$ cat src/rtl/lrotf_fifo.sv
// Small register FIFO used for the classify queue and the result queue.
module lrotf_fifo #(
  parameter int WIDTH = 8,
  parameter int DEPTH = 4
) (
  input  logic             clk,
  input  logic             rst_n,
  input  logic             push,
  input  logic [WIDTH-1:0] din,
  input  logic             pop,
  output logic [WIDTH-1:0] dout,
  output logic             full,
  output logic             empty
);

  localparam int AW = (DEPTH > 1) ? $clog2(DEPTH) : 1;
  localparam int NW = $clog2(DEPTH + 1);

  logic [WIDTH-1:0] mem_r [DEPTH];
  logic [AW-1:0]    wp_r, wp_nxt, rp_r, rp_nxt;
  logic [NW-1:0]    cnt_r, cnt_nxt;
  logic             do_push, do_pop;

  assign full    = (cnt_r == NW'(DEPTH));
  assign empty   = (cnt_r == '0);
  assign do_push = push && !full;
  assign do_pop  = pop && !empty;
  assign dout    = mem_r[rp_r];

  always_comb begin
    wp_nxt = wp_r;
    rp_nxt = rp_r;
    if (do_push) wp_nxt = (wp_r == AW'(DEPTH - 1)) ? '0 : wp_r + AW'(1);
    if (do_pop)  rp_nxt = (rp_r == AW'(DEPTH - 1)) ? '0 : rp_r + AW'(1);
    cnt_nxt = cnt_r + NW'(do_push) - NW'(do_pop);
  end

  always_ff @(posedge clk) begin
    if (!rst_n) begin
      wp_r  <= '0;
      rp_r  <= '0;
      cnt_r <= '0;
    end else begin
      wp_r  <= wp_nxt;
      rp_r  <= rp_nxt;
      cnt_r <= cnt_nxt;
    end
  end

  always_ff @(posedge clk) begin
    if (do_push) mem_r[wp_r] <= din;
  end

endmodule

$ cat config.mk
export PLATFORM = sky130hd
export DESIGN_NAME = lrotf_fifo
export DESIGN_NICKNAME = d
export VERILOG_FILES = /design/src/rtl/lrotf_fifo.sv
export SDC_FILE = /design/constraint.sdc
export NUM_CORES = 1
export LEC_CHECK = 0
export ABC_AREA = 1
export BUFFER_PORTS_ARGS = -buffer_cell sky130_fd_sc_hd__buf_2
export CORE_MARGIN = 2
export CORE_UTILIZATION = 31
export DETAILED_ROUTE_END_ITERATION = 12
export GPL_ROUTABILITY_DRIVEN = 0
export PLACE_DENSITY = 0.45
export SYNTH_ARGS = -nofsm -noshare
export SYNTH_HDL_FRONTEND = slang
export SYNTH_SLANG_ARGS = --single-unit
$ cat constraint.sdc
create_clock -name clk -period 4.9 [get_ports clk]
set_clock_uncertainty 0.15 [all_clocks]
set_input_delay 0.98 -clock clk [delete_from_list [all_inputs] [get_ports clk]]
set_output_delay 0.98 -clock clk [all_outputs]
set_load 0.02 [all_outputs]
==> impl_summary.txt <==
----------------------------------------------------
[Clocking]
  CTS root buffer ... sky130_fd_sc_hd__clkbuf_8
  Post-cts resize count ... 0
  CTS tree ... done
  Worst-path clk slew ... 0.07 ns
  Number of clock sinks seen by CTS ... 41
  CTS buffer count ... 5
  H-tree depth ... 2
  Hold buffer count at cts ... 0
  Bufs on Longest Clock Path ... 2
  Buffer count from post-CTS setup fixing ... 0
  Clock Latency Late Sink ... around 0.28 ns

[Placed design]
  Number of buffers added on ports ... 21
  HPWL after detailed placement ... 2.029 mm
  Post-detailed-placement cell area ... 1853 sq um

[Power]
  Leakage power ... 0.7842 nW
  Areal power density over the cells ... 550.7 nW/um^2
  IR drop worst, VDD ... between 0.2 and 0.3 mV

[Detailed routing]
  Antenna violation net count after detailed routing ... 0
  Number of design rule violations left after detail routing ... 0
  Routed wire length per instance ... 12.31 um
  Via count of the routed design ... just over 1k
  Number of detailed-route iterations in the first pass ... 4
  Routed via count divided by cell count ... 4.301
  Number of design-rule violations left by the first detailed-router iteration ... 84
  Aggregate routed wire length ... 2.942 mm

[Worst setup path]
  Reg-to-reg endpoint ... cnt_r[2]
  Element type at the critical path start ... flip-flop
  Library cell contributing the largest single delay on the critical path ... sky130_fd_sc_hd__dfxtp_1
  Reg-to-reg startpoint ... cnt_r[1]
  Critical Path Max Stage Delay ... 0.68 ns
  Crit path capture type ... primary output
  Required time worst endpoint ... 3.77 ns
  Kind of critical path ... reg2out
  Largest fanout on the critical path ... 17
  Worst r2r path cells ... 10
  Worst path cell trace ... inv_2 -> o21ai_0 -> o22ai_1 -> buf_2
  Arrival time reported for the critical path endpoint ... 1.75 ns
  Top delay family on crit path ... flip-flops
  Critical path buffer and inverter count ... 2
  Worst setup slack for register-to-register paths ... 2.86 ns

[Logic synthesis]
  Total standard cell area after synthesis ... 1683 sq um
  Synth area leaders ... sky130_fd_sc_hd__edfxtp_1 (57%), sky130_fd_sc_hd__dfxtp_1 (11%), sky130_fd_sc_hd__nor2_1 (6.5%), sky130_fd_sc_hd__ha_1 (5.2%), sky130_fd_sc_hd__o21ai_0 (3.6%)
  Yosys Warn Count ... 0
  Post-Syn Area per Cell ... about 12 sq um
  Post-synth cell types ... 20
  Share of the synthesized area in the top cell type ... between 50% and 60%
  Cell accounting for the most synthesized area ... sky130_fd_sc_hd__edfxtp_1
  Net count of the mapped netlist ... 162
  Post-synthesis sequential area ratio ... approximately 68%
  Cells after Synth ... 142
  Post-synthesis sequential element count ... 41

[STA]
  Final TNS setup ... 0 ns
  Final period utilization ... around three fifths
  RSZ-0062 raised after global routing ... no
  Headroom to the max-slew limit ... 45.89%
  Tightest Pin Transition ... 0.8086 ns
  Number of setup violations in the final report ... 0
  Hold Fails Final Rpt ... 0
  Minimum clock period ... 2.876 ns
  Total count of max-transition violations in the final report ... 0
  Max Fclk ... 347.7 MHz

[Hold path]
  Hold worst-path end ... rp_r[0]
  Worst hold path type ... reg2reg
  Hold Crit Depth ... 2
  Start point of the worst min-delay path ... rp_r[0]

[Floorplan]
  Starting density of the core ... 32.54%
  Die span in x ... 77.68 um
  Die footprint ... 6034 sq um
  Floorplan row count ... 26
  # IOs ... 22
  Core footprint ... 5172 sq um
  Overall die height ... 77.68 um

[Layout]
  Footprint of the multi-input gates ... roughly 460 sq um
  Commonest cells after routing, fill and taps aside ... sky130_fd_sc_hd__edfxtp_1 (32), sky130_fd_sc_hd__nor2_1 (29), sky130_fd_sc_hd__buf_2 (21)
  Final Instance Area ... 1961 sq um
  Most common cell after layout, fill and taps aside ... sky130_fd_sc_hd__edfxtp_1
  Number of antenna cells inserted ... 0
  Share of layout cells above drive strength 1 ... 20.71%
  Filler cell count in the final layout ... 516
  Layout net count ... between 150 and 200
  Area used by sequential logic in the layout ... 1141 sq um
  Area grow syn2layout ... 16.51%

[GRT]
  Global-route wire length before repair ... 4.878 mm
  Number of global-route vias before repair ... 1049
  Number of antenna violations at the first check in global routing ... 0
  Maximum number of pins on one net before global-route repair ... 18
  GR Util All Layers ... a little over a tenth
  Grt total ovfl ... 0

[Run status]
  Result of the run ... complete, no violations

[Flow run]
  Max-capacitance violation count ... 0

----------------------------------------------------
[area by class of cell]
class,instances,share of cell area (%)
Multi-Input combinational cell,82,23.23
Inverter,17,3.255
Tap cell,70,4.467
Sequential cell,41,58.20
Clock inverter,2,1.787
Timing Repair Buffer,21,5.361
Clock buffer,6,3.701
[worst max path at each step]
stage	start	endpoint	slack [ns]	cells after the start
global placement	flip-flop	dout[1]	2.37	4
CTS	flip-flop	dout[0]	2.01	4
floorplan	push	cnt_r[2]	2.57	7
finish	flip-flop	dout[0]	2.02	4
global route	flip-flop	dout[2]	1.90	4
detailed placement	flip-flop	dout[0]	2.32	4
[synthesized netlist by cell type, drive strengths merged]
master / instances
a21oi: 2
fa: 1
or2: 1
xnor2: 1
o22ai: 8
edfxtp: 32
o21ai: 16
nand2: 13
nand3b: 1
buf: 2
nand3: 1
nor2: 31
inv: 17
dfxtp: 9
ha: 7
[where the power goes]
group	switching (mW)	leakage [nW]	internal, mW
Sequential	0.0412	0.368	0.435
Clock	0.104	0.0552	0.151
Combinational	0.228	0.362	0.120
Total	0.374	0.784	0.706
[tightest hold or removal path, cell delays in order (launching register included)]
cell and delay (ns):
sky130_fd_sc_hd__dfxtp_1 0.33, sky130_fd_sc_hd__a21oi_1 0.12, sky130_fd_sc_hd__nor2_1 0.06
[metal layers]
layer	vias up	track usage, %	wire, um
met5	-	0	0
met4	0	4.286	23
met3	2	4.186	139
met2	20	16.98	1433
met1	473	12.73	1346
li1	533	-	-
[registers in the layout (all words and copies together), names as in the netlist, named ones only]
name,cells
mem_r,32
cnt_r,3
rp_r,2
wp_r,2
[cell families after synthesis]
kind of cell             count (synthesis)  synth area share [%]
adder cells (fa/ha/maj)                  8                 6.394
AO/OA/AOI/OAI                           26                 8.774
flip-flops                              41                 67.81
buffers and inverters                   19                 5.130
AND/OR/NAND/NOR                         47                 11.38
XOR/XNOR                                 1                0.5205
[stage by stage]
stage | setup WS (ns) | power, mW | instances | utilization, % | hold WS, ns
5_1_grt | 1.900 | 1.164 | 239 | 37.91 | 0.4349
6_report | 2.024 | 1.080 | 239 | 37.91 | 0.4005
4_1_cts | 2.009 | 1.096 | 239 | 37.91 | 0.4021
3_3_place_gp | 2.371 | 0.8277 | 231 | 35.82 | 0.3657
2_1_floorplan | 2.566 | 0.7354 | 142 | - | 0.3327
3_5_place_dp | 2.322 | 0.8383 | 231 | 35.82 | 0.3884
Power figures use the tool's default switching activity.
