--- src/rtl/lrotf_pkg.sv ---
// Shared types, constants and tables for the lidar ring offset time filter.
package lrotf_pkg;

  localparam int MAX_RINGS_DEF    = 128;
  localparam int CORDIC_STEPS_DEF = 16;
  localparam int Q_DEPTH          = 4;
  // Holds every beat that can be in flight in the back end at the longest step count.
  localparam int OUT_DEPTH        = 32;

  localparam int PW = 24;  // coordinate width
  localparam int CW = 27;  // CORDIC datapath width
  localparam int YW = 16;  // yaw width, 1/64 degree

  localparam logic signed [CW-1:0] HALF_TURN_Q16 = CW'(11796480);
  localparam logic signed [16:0]   HALF_TURN_64  = 17'sd11520;
  localparam logic signed [16:0]   FULL_TURN_64  = 17'sd23040;
  localparam logic [17:0]          REV_US        = 18'd99723;

  // us = floor((d*3125 + 361) / 722), divide done as reciprocal multiply (exact for n < 2^27)
  localparam logic [11:0] DIST_MUL   = 12'd3125;
  localparam logic [26:0] DIST_ROUND = 27'd361;
  localparam logic [27:0] DIST_RECIP = 28'd190358662;
  localparam int          DIST_SHIFT = 37;

  typedef enum logic [1:0] {
    CFG_RING_COUNT = 2'd0,
    CFG_DECIMATION = 2'd1,
    CFG_BLIND_MM   = 2'd2,
    CFG_TIME_SCALE = 2'd3
  } cfg_reg_t;

  typedef struct packed {
    logic                 frame_start;
    logic                 given;
    logic                 phase_ok;
    logic                 in_use;
    logic signed [PW-1:0] pos_x;
    logic signed [PW-1:0] pos_y;
    logic signed [PW-1:0] pos_z;
    logic [15:0]          strength;
    logic [7:0]           ring;
    logic signed [31:0]   raw_time;
  } item_t;

  typedef struct packed {
    item_t              item;
    logic signed [31:0] t_given;
    logic               far;
  } side_t;

  typedef struct packed {
    logic signed [PW-1:0] x;
    logic signed [PW-1:0] y;
    logic signed [PW-1:0] z;
    logic [15:0]          strength;
    logic signed [31:0]   time_us;
  } res_t;

  // atan(2^-i) in 2^-16 degree, rounded
  function automatic logic signed [CW-1:0] atan_q16(input int i);
    logic signed [CW-1:0] v;
    case (i)
      0:  v = CW'(2949120);
      1:  v = CW'(1740967);
      2:  v = CW'(919879);
      3:  v = CW'(466945);
      4:  v = CW'(234379);
      5:  v = CW'(117304);
      6:  v = CW'(58666);
      7:  v = CW'(29335);
      8:  v = CW'(14668);
      9:  v = CW'(7334);
      10: v = CW'(3667);
      11: v = CW'(1833);
      12: v = CW'(917);
      13: v = CW'(458);
      14: v = CW'(229);
      15: v = CW'(115);
      16: v = CW'(57);
      17: v = CW'(29);
      18: v = CW'(14);
      19: v = CW'(7);
      20: v = CW'(4);
      21: v = CW'(2);
      22: v = CW'(1);
      default: v = '0;
    endcase
    return v;
  endfunction

endpackage

--- src/rtl/lrotf_front.sv ---
// Front end: accepts points, tracks the frame index phase and classifies each point.
module lrotf_front #(
  parameter int MAX_RINGS = lrotf_pkg::MAX_RINGS_DEF
) (
  input  logic                    clk,
  input  logic                    rst_n,
  input  logic                    push,
  input  logic                    frame_start,
  input  logic                    times_given,
  input  logic signed [23:0]      pos_x,
  input  logic signed [23:0]      pos_y,
  input  logic signed [23:0]      pos_z,
  input  logic [15:0]             strength,
  input  logic [7:0]              ring,
  input  logic signed [31:0]      raw_time,
  input  logic [7:0]              ring_count,
  input  logic [6:0]              decimation,
  input  logic                    q_full,
  output logic                    q_push,
  output lrotf_pkg::item_t        q_item
);

  logic [5:0] phase_r, phase_nxt;
  logic [5:0] ph;
  logic [6:0] dec, ph_inc;
  logic       acc, in_use, keep;

  always_comb begin
    acc    = push && !q_full;
    ph     = frame_start ? 6'd0 : phase_r;
    if (decimation == 7'd0)      dec = 7'd1;
    else if (decimation > 7'd64) dec = 7'd64;
    else                         dec = decimation;
    ph_inc = {1'b0, ph} + 7'd1;
    phase_nxt = phase_r;
    if (acc) phase_nxt = (ph_inc >= dec) ? 6'd0 : ph_inc[5:0];
    in_use = ({1'b0, ring} < {1'b0, ring_count}) && ({1'b0, ring} < 9'(MAX_RINGS));
    // frame start beats always travel on: they mark every ring unseen downstream
    keep   = frame_start || (in_use && (!times_given || ph == 6'd0));
    q_push = acc && keep;

    q_item.frame_start = frame_start;
    q_item.given       = times_given;
    q_item.phase_ok    = (ph == 6'd0);
    q_item.in_use      = in_use;
    q_item.pos_x       = pos_x;
    q_item.pos_y       = pos_y;
    q_item.pos_z       = pos_z;
    q_item.strength    = strength;
    q_item.ring        = ring;
    q_item.raw_time    = raw_time;
  end

  always_ff @(posedge clk) begin
    if (!rst_n) phase_r <= '0;
    else        phase_r <= phase_nxt;
  end

endmodule

--- config.mk ---
export PLATFORM = sky130hd
export DESIGN_NAME = lrotf_front
export DESIGN_NICKNAME = d
export VERILOG_FILES = /design/src/rtl/lrotf_pkg.sv /design/src/rtl/lrotf_front.sv
export SDC_FILE = /design/constraint.sdc
export NUM_CORES = 1
export LEC_CHECK = 0
export CAP_MARGIN = 30
export CORE_AREA = 2 2 111 113
export CTS_CLUSTER_DIAMETER = 40
export DETAILED_ROUTE_END_ITERATION = 8
export DIE_AREA = 0 0 113 115
export DONT_BUFFER_PORTS = 1
export PLACE_DENSITY = 0.3
export SKIP_LAST_GASP = 1
export SYNTH_ARGS = -nofsm -noshare
export SYNTH_HDL_FRONTEND = slang
export SYNTH_SLANG_ARGS = --single-unit
--- constraint.sdc ---
create_clock -name clk -period 6.5 [get_ports clk]
set_clock_uncertainty 0.15 [all_clocks]
set_input_delay 0.325 -clock clk [delete_from_list [all_inputs] [get_ports clk]]
set_output_delay 0.325 -clock clk [all_outputs]
set_load 0.03 [all_outputs]
==> out/qor.yml, run 1 <==
finish:
  largest_register_ffs: 6
  nets: 258
  stdcell_count: 238
  layout-drive-gt1-share: 0.0549
  diodes: 0
  area_growth_pct: -42.8
  top_register: "phase_r"
  reg_top3: "phase_r x6"
route:
  drt_iter0_markers: 37
  drc: 12
  drt_first_pass_iters: 6
  wirelength_um: 2930
  viasPerCell: 3.06
  ant_nets: 0
  wl_per_cell_um: 12.3
  dr_total_vias: 729
setup_path:
  critPathKind: "in2out"
  r2r_end: "phase_r[5]"
  max_stage_delay_ns: 0.43
  reg2reg_depth: 10
  path_delay_family: "compound AO/OA/AOI/OAI gates"
  timing.reg2reg.setup_slack_ns: 4.14
  crit_fanout: 2
  startpoint_type: "primary input"
  reg2reg_from: "phase_r[0]"
  crit_path_end_kind: "output port"
  slowest_stage: "o2111a_1"
  critPathBufInv: 1
  worstPathCellList: "inv_1 > ha_1 > a211o_1 > a31oi_1 > o311a_1 > o2111a_1"
  worstPathRequired_ns: 6.02
  arrival_ns: 1.91
yosys:
  synth-edff-count: 0
  yosysTopAreaCell: "buf_4"
  async_flop_share: 0
  synth_area_leaders: "buf_4 (58%), ha_1 (12%), dfxtp_1 (7.1%)"
  yosys_most_used_dff: "dfxtp_1"
  synthesis.nets: 385
  synth_cell_types: 31
  synth_seq_area_share: 0.0706
  yosysMostFrequentCell: "buf_4"
  syn_area_mm2: 0.00170
  yosys_warnings: 0
  synth_common_cells: "buf_4 (131), ha_1 (16), inv_1 (13)"
  yosysTopAreaCellShare: 0.578
  ys_ff_latch: 6
  avgSynthCellArea_um2: 7.73
  syn_inst: 220
sta:
  worst_slack_ns: 4.11
  rsz0062_at_grt: "no"
  maxSlewViolCount: 0
  timing.slew.headroom: 0.745
  finalSetupViolations: 0
  holdWs_ns: 0.250
  period_share: 0.367
  tns_ns: 0
  timing.fmax_ghz: 0.419
  hold_viol_final: 0
  worst-slew-pin-transition_ns: 0.383
  timing.final.crit_period_ns: 2.39
placed_design:
  place_ws_ns: 4.02
  gp_congestion: 0.729
  io_buffer_count: 0
  dp_cells: 235
  hpwl_um: 2540
floorplan:
  coreArea_mm2: 0.0118
  die_x_um: 113
  rows: 40
  die_area_mm2: 0.0130
  io_pins: 282
  start_util: 0.144
  dieHeight_um: 115
global_routing:
  grt_max_degree: 8
  grt_pass1_vias: 778
  grt_pass1_wl_um: 4250
  antenna_found_initial: 0
  track_usage: 0.0436
  grt_remaining_overflow: 0
pwr:
  report.power.total_uw: 164
  p_leak_uw: 0.000419
  power_density_mw_per_mm2: 168
  irDropWorstVdd_mv: 0.0510
cts:
  cts_made_buffers: 3
  path_clk_slew_ns: 0.04
  post_cts_buffers: 0
  cts_tree: "yes"
  h-tree-depth: 1
  root_buffer: "clkbuf_16"
  clock_sink_count: 6
  ctsResizeCount: 0
  clockBufferDepth: 2
  insertion_delay_ns: 0.23
  cts_hold_buf: 0
worst_hold_path:
  min_to: "phase_r[5]"
  worstHoldStart: "frame_start"
  hp-class: "in2reg"
  hold_depth: 2
status:
  violations: "design-rule violations"
  status: "finished with violations"
flow_run:
  drv_cap: 0
power breakdown:
group	switching [uW]	leakage (uW)	internal (uW)	total (uW)
Clock	22.4	0.0000370	79.1	102
Sequential	0.474	0.0000485	37.6	38.1
Combinational	14.3	0.000334	9.79	24.1
how the worst max path moves through the flow:
stage | start | endpoint | slack [ns] | depth (start not counted)
after floorplan | frame_start | phase_r[5] | 4.26 | 11
after global routing | phase_r[0] | phase_r[5] | 3.94 | 9
after detailed placement | frame_start | phase_r[5] | 4.02 | 11
final | ring_count[2] | q_push | 4.11 | 6
after global placement | frame_start | phase_r[5] | 4.03 | 11
after CTS | ring_count[2] | q_push | 4.06 | 6
kinds of logic (layout without fill, tap and decap cells):
group                    count (synthesis)  count (layout)  share of synthesized area
buffers and inverters                  145              16                      0.609
AND/OR/NAND/NOR                         30              30                     0.0890
AO/OA/AOI/OAI                           19              19                     0.0927
adder cells (fa/ha/maj)                 16              16                      0.118
flip-flops                               6               6                     0.0706
XOR/XNOR                                 4               4                     0.0206
placed cells by master, fill, tap and decap left out:
cell type	n
nor2_1	6
o221a_2	1
a21oi_1	2
nand2_1	10
clkbuf_16	3
inv_1	13
xor2_1	3
a211oi_1	1
xnor2_1	1
and2_0	1
nor3_1	2
a21o_1	1
nand4_1	1
or2b_1	1
o2111a_1	1
or3b_1	1
a31oi_1	2
nand3_1	3
o21a_1	1
dfxtp_1	6
and2_1	1
nand2b_1	2
a211o_1	2
o2111ai_1	1
a22o_1	5
o311a_1	1
nor3b_2	1
nor4_1	1
a32o_1	1
ha_1	16
metrics by stage:
step | area [um2] | util
final | 972 | 0.0823
after CTS | 972 | 0.0823
after floorplan | 1700 | -
after global routing | 972 | 0.0823
after global placement | 897 | 0.0760
after detailed placement | 897 | 0.0760
worst reg2reg max path, cell delays in order (launching register included):
cell	delay, ns
dfxtp_1	0.35
nand2_1	0.10
inv_1	0.09
ha_1	0.20
nand3_1	0.10
xor2_1	0.15
nor2_1	0.20
ha_1	0.16
o2111ai_1	0.11
o221a_2	0.37
a32o_1	0.27
metal layers:
layer | vias to the layer above | GRT usage | wire length, um
li1 | 325 | - | -
met1 | 328 | 0.0440 | 1110
met5 | - | 0 | 0
met4 | 0 | 0.0341 | 109
met2 | 62 | 0.0595 | 1230
met3 | 14 | 0.0343 | 472
area by class of cell:
| cell class | instances | area, um2 |
|---|---|---|
| clock buffer | 3 | 75.1 |
| fill | 1391 | 10800 |
| inverter | 13 | 48.8 |
| multi-input combinational | 69 | 544 |
| sequential | 6 | 120 |
| tap | 147 | 184 |
No activity file was read; power rests on OpenSTA's default activity.
==> inputs of run 2 (changes only) <==
CORE_AREA = 2 2 109 111   (was 2 2 111 113)
DIE_AREA = 0 0 111 113   (was 0 0 113 115)
clock period = 2.15 ns   (was 6.5 ns; I/O delays follow)
==> run 2 against run 1 <==
  * The run ends with negative setup slack left
  * Clock power grew to 3.0 times the previous value
  * Design area grew 18%
  * Die area shrank 3.5%
  * Critical path type is now reg2reg
==> out/qor.yml, run 2 (synthesis results as in run 1) <==
worst_hold_path:
  worstHoldStart: "frame_start"
  hp-class: "in2reg"
global_routing:
  grt_pass1_vias: 862  # +11%
  grt.busiest_layer: "met2"
  grt_remaining_overflow: 0  # unchanged
  grt_pass1_wl_um: 4530  # +6.7%
  track_usage: 0.0470  # +0.00342
  grtUsageMet2: 0.0740  # +0.0145
  grt_util_met1: 0.0367  # -0.00734
  antenna_found_initial: 0  # unchanged
  use_met3: 0.0279  # -0.00641
  grt_max_degree: 8  # unchanged
cts:
  clockBufferDepth: 2  # unchanged
  path_clk_slew_ns: 0.04  # about the same
  cts_hold_buf: 0  # unchanged
  cts_tree: "yes"
  insertion_delay_ns: 0.23  # about the same
  h-tree-depth: 1  # unchanged
  root_buffer: "clkbuf_16"
  cts_made_buffers: 3  # unchanged
  clock_sink_count: 6  # unchanged
sta:
  hold_viol_final: 0  # unchanged
  maxSlewViolCount: 0  # unchanged
  timing.slew.headroom: 0.766  # +0.0209
  timing.final.crit_period_ns: 2.16
  worst-slew-pin-transition_ns: 0.351  # -0.0315 ns
  finalSetupViolations: 1  # +1
  timing.fmax_ghz: 0.463
  holdWs_ns: 0.00499  # -0.245 ns
  rsz0062_at_grt: "yes"
  worst_slack_ns: -0.0120  # -4.12 ns
  period_share: 1.01
finish:
  nets: 273  # +5.8%
  diodes: 0  # unchanged
  area_growth_pct: -32.6
  largest_register_ffs: 6  # unchanged
  reg_top3: "phase_r x6"
  nFillCells: 1290  # -7.3%
  top_register: "phase_r"
  regArea_um2: 123  # +2.1%
  final_cell_mix: "ha_1 (14), buf_4 (14), inv_1 (11), nand2_1 (8), a22o_1 (5)"
  layout-drive-gt1-share: 0.330  # +0.275
  final_util: 0.102  # +0.0194
  multi_input_area_um2: 604  # +11%
route:
  dr_total_vias: 813  # +12%
  wirelength_um: 2970  # +1.3%
  drt_iter0_markers: 30  # -19%
  drt_first_pass_iters: 4  # -2
  wl_per_cell_um: 11.9  # -3.1%
  viasPerCell: 3.27  # +6.6%
  drc: 0  # -12
  ant_nets: 0  # unchanged
pwr:
  clkPwrFrac: 0.595  # -0.025
  report.power.total_uw: 512  # +210%
  pwr-share-comb: 0.179  # +0.032
  p_leak_uw: 0.000497  # +19%
  power_density_mw_per_mm2: 446  # +160%
  p_sw_frac: 0.226  # -0.000841
  internal_power_uw: 396  # +210%
  netSwitchingPower_uw: 116  # +210%
  irDropWorstVdd_mv: 0.206  # +300%
  pwr-share-seq: 0.226  # -0.007
setup_path:
  timing.reg2reg.setup_slack_ns: -0.01  # -4.15 ns
  reg2reg_from: "phase_r[1]"
  startpoint: "phase_r[1]"
  critPathKind: "reg2reg"
  arrival_ns: 2.13  # +0.22 ns
  crit_fanout: 6  # +4
  worstPathRequired_ns: 2.11  # -3.91 ns
  crit_path_end_kind: "register"
  startpoint_type: "register"
placed_design:
  place_ws_ns: -0.141  # -4.16 ns
  gp_congestion: 0.679  # -6.8%
  io_buffer_count: 0  # unchanged
  hpwl_um: 2500  # -1.5%
floorplan:
  die_x_um: 111  # -1.8%
  rows: 39  # -2.5%
  io_pins: 282  # unchanged
  dieHeight_um: 113  # -1.7%
  start_util: 0.151  # +0.00689
  coreArea_mm2: 0.0113  # -4.6%
  die_area_mm2: 0.0125  # -3.5%
flow_run:
  drv_cap: 0  # unchanged
status:
  violations: "negative setup slack"
  status: "finished with violations"
run 2: changes by cell type in the layout (fill, tap and decap cells not counted), sizes merged:
cell	previous run	this run
buf	0	15
run 2: cell type report:
class                           count  area share
Multi-Input combinational cell     69       0.527
Tap cell                          143       0.156
Sequential cell                     6       0.107
Timing Repair Buffer               15       0.102
Clock buffer                        3      0.0655
Inverter                           13      0.0426
run 2: stage by stage:
stage	area, um2	std cells	TNS, ns
after floorplan	1700	220	0
after global placement	990	244	-0.630
after detailed placement	990	244	-0.766
after CTS	1130	249	-0.00344
after global routing	1150	249	-0.813
final	1150	249	-0.0120
run 2: power by group through the flow:
stage / Combinational [uW] / Sequential [uW] / Clock [uW]
final: 91.6 / 115 / 305
after global routing: 104 / 116 / 310
after CTS: 90.9 / 115 / 309
after detailed placement: 85.8 / 116 / 0
after global placement: 86.8 / 116 / 0
after floorplan: 515 / 116 / 0
run 2: worst max-delay path: stages (launching register included):
cell       delay [ns]
dfxtp_2          0.34
nand2_2          0.06
inv_2            0.07
ha_4             0.15
nand3_2          0.08
xor2_1           0.14
nor2_1           0.09
ha_1             0.30
o2111ai_2        0.10
o221a_4          0.33
a22o_1           0.24
run 2: path summary, 6_finish.rpt:
check	cells after the start	end
setup / recovery	10	phase_r[0]
hold reg to reg	1	phase_r[1]
setup reg to reg	10	phase_r[0]
hold / removal	2	phase_r[3]
run 2: timing repair:
action / 4_1_cts / 5_1_grt
pin swaps: 19 / 4
setup endpoints to repair: 6 / 6
endpoints found under the hold margin: 0 / 0
setup buffers: 3 / 0
gates resized for setup: 15 / 3
run 2: routing by layer:
| layer | vias to the layer above | wire, um |
|---|---|---|
| met1 | 341 | 928 |
| met4 | 0 | 310 |
| met5 | - | 0 |
| met3 | 44 | 413 |
| met2 | 73 | 1310 |
| li1 | 355 | - |
==> inputs of run 3 (changes only) <==
CORE_AREA = 2 2 111 113   (was 2 2 109 111)
DIE_AREA = 0 0 113 115   (was 0 0 111 113)
clock period = 2.4 ns   (was 2.15 ns; I/O delays follow)
==> run 3 against run 2 <==
  * The run ends with design-rule violations left
  * Worst setup slack improved by 0.16 ns
  * Largest cell class unchanged
  * Routed wire length down 1.3%
  * First-iteration DRC count is 53% higher
  * Fmax is 4.2% lower
  * Sequential cell count unchanged
  * Critical path depth did not move
  * Power down 14%
==> out/qor.yml, run 3 (synthesis results as in run 1) <==
finish:
  multi_input_area_um2: 578  # -4.3%
  area_growth_pct: -39.4
  final_common_cell: "ha_1"
  nets: 261  # -4.4%
  reg_top3: "phase_r x6"
  final_cell_mix: "ha_1 (15), inv_1 (12), nand2_1 (9), nor2_1 (6)"
  top_register: "phase_r"
  regArea_um2: 121  # -1.0%
  diodes: 0  # unchanged
  largest_register_ffs: 6  # unchanged
  nFillCells: 1369  # +6.1%
  layout-drive-gt1-share: 0.138  # -0.192
floorplan:
  dieHeight_um: 115  # +1.8%
  die_x_um: 113  # +1.8%
  rows: 40  # +2.6%
  coreArea_mm2: 0.0118  # +4.8%
  io_pins: 282  # unchanged
  start_util: 0.144  # -0.00689
  die_area_mm2: 0.0130  # +3.6%
route:
  drt_iter0_markers: 46  # +53%
  ant_nets: 0  # unchanged
  drc: 11  # +11
  dr_total_vias: 760  # -6.5%
  wirelength_um: 2930  # -1.3%
  wl_per_cell_um: 12.1  # +2.0%
  viasPerCell: 3.15  # -3.4%
  drt_first_pass_iters: 8  # +4
placed_design:
  place_ws_ns: -0.00711  # +0.134 ns
  io_buffer_count: 0  # unchanged
  gp_congestion: 0.688  # +1.3%
  hpwl_um: 2520  # +0.76%
setup_path:
  slowest_stage: "dfxtp_1"
  path_delay_family: "compound AO/OA/AOI/OAI gates"
  startpoint_type: "register"
  reg2reg_depth: 10  # unchanged
  critPathKind: "reg2reg"
  critPathBufInv: 1  # unchanged
  max_stage_delay_ns: 0.34  # about the same
  reg2reg_from: "phase_r[1]"
  crit_fanout: 6  # unchanged
  arrival_ns: 2.22  # +0.09 ns
  startpoint: "phase_r[1]"
  worstPathCellList: "nand2_1 > inv_1 > ha_4 > nand3_1 > xor2_1 > nor2_1 > ha_1 > o2111ai_1 > o221a_2 > a32o_1"
  crit_path_end_kind: "register"
  timing.reg2reg.setup_slack_ns: 0.14  # +0.16 ns
  r2r_end: "phase_r[5]"
  worstPathRequired_ns: 2.36  # +0.25 ns
sta:
  timing.slew.headroom: 0.761  # -0.00481
  finalSetupViolations: 0  # -1
  worst-slew-pin-transition_ns: 0.358  # +0.00720 ns
  tns_ns: 0  # +0.0120 ns
  hold_viol_final: 0  # unchanged
  timing.fmax_ghz: 0.443  # -4.2%
  holdWs_ns: 0.0336  # +0.0286 ns
  rsz0062_at_grt: "no"
  maxSlewViolCount: 0  # unchanged
  period_share: 0.940  # -0.0656
  timing.final.crit_period_ns: 2.26  # +0.0938 ns
  worst_slack_ns: 0.144  # +0.156 ns
cts:
  insertion_delay_ns: 0.23  # about the same
  post_cts_buffers: 0  # -3
  path_clk_slew_ns: 0.03  # about the same
  h-tree-depth: 1  # unchanged
  clock_sink_count: 6  # unchanged
  cts_made_buffers: 3  # unchanged
  clockBufferDepth: 2  # unchanged
  cts_tree: "yes"
  root_buffer: "clkbuf_16"
worst_hold_path:
  hold_depth: 2  # unchanged
  hp-class: "in2reg"
  min_to: "phase_r[4]"
  worstHoldStart: "frame_start"
global_routing:
  grtUsageMet2: 0.0583  # -0.0157
  grt_pass1_vias: 787  # -8.7%
  grt_pass1_wl_um: 4260  # -5.9%
  grt_remaining_overflow: 0  # unchanged
  use_met3: 0.0311  # +0.00325
  track_usage: 0.0428  # -0.00419
  grt.busiest_layer: "met2"
  grt_util_met1: 0.0447  # +0.00797
  antenna_found_initial: 0  # unchanged
  grt_max_degree: 8  # unchanged
pwr:
  p_leak_uw: 0.000440  # -11%
  irDropWorstVdd_mv: 0.159  # -23%
  power_density_mw_per_mm2: 428  # -4.2%
flow_run:
  drv_cap: 0  # unchanged
status:
  violations: "design-rule violations"
  status: "finished with violations"
## run 3: where the power goes
| part | total, uW | switching [uW] | internal (uW) |
|---|---|---|---|
| clock | 267 | 53.5 | 214 |
| sequential | 103 | 1.45 | 102 |
| combinational | 69.9 | 40.1 | 29.7 |
## run 3: final cells by class
cell class                 count  share of cell area
clock buffer                   3              0.0729
multi-input combinational     69               0.561
timing repair buffer           3              0.0219
tap                          147               0.179
sequential                     6               0.118
inverter                      13              0.0474
## run 3: stage by stage
step | std cells | total power (uW) | util | area (um2)
after global placement | 238 | 174 | 0.0779 | 920
after floorplan | 220 | 566 | - | 1700
after detailed placement | 238 | 175 | 0.0779 | 920
after CTS | 241 | 445 | 0.0849 | 1000
final | 241 | 440 | 0.0872 | 1030
after global routing | 241 | 467 | 0.0872 | 1030
## run 3: worst max-delay path by stage
stage | end | slack, ns | depth (start not counted)
detailed placement | phase_r[5] | -0.007 | 9
floorplan | phase_r[5] | 0.26 | 10
global placement | phase_r[5] | 0.07 | 8
finish | phase_r[5] | 0.14 | 10
global route | phase_r[5] | 0.01 | 10
CTS | phase_r[5] | 0.03 | 10
## run 3: metal layers
layer / vias up / share of wire
met5: - / 0
met3: 14 / 0.19
met4: 0 / 0.035
met2: 72 / 0.43
li1: 330 / -
met1: 344 / 0.35
## run 3: repair_timing
item | in CTS | in global routing
pin swaps | 0 | 1
setup endpoints to repair | 3 | 6
hold buffers | 0 | 0
resized for setup | 1 | 6
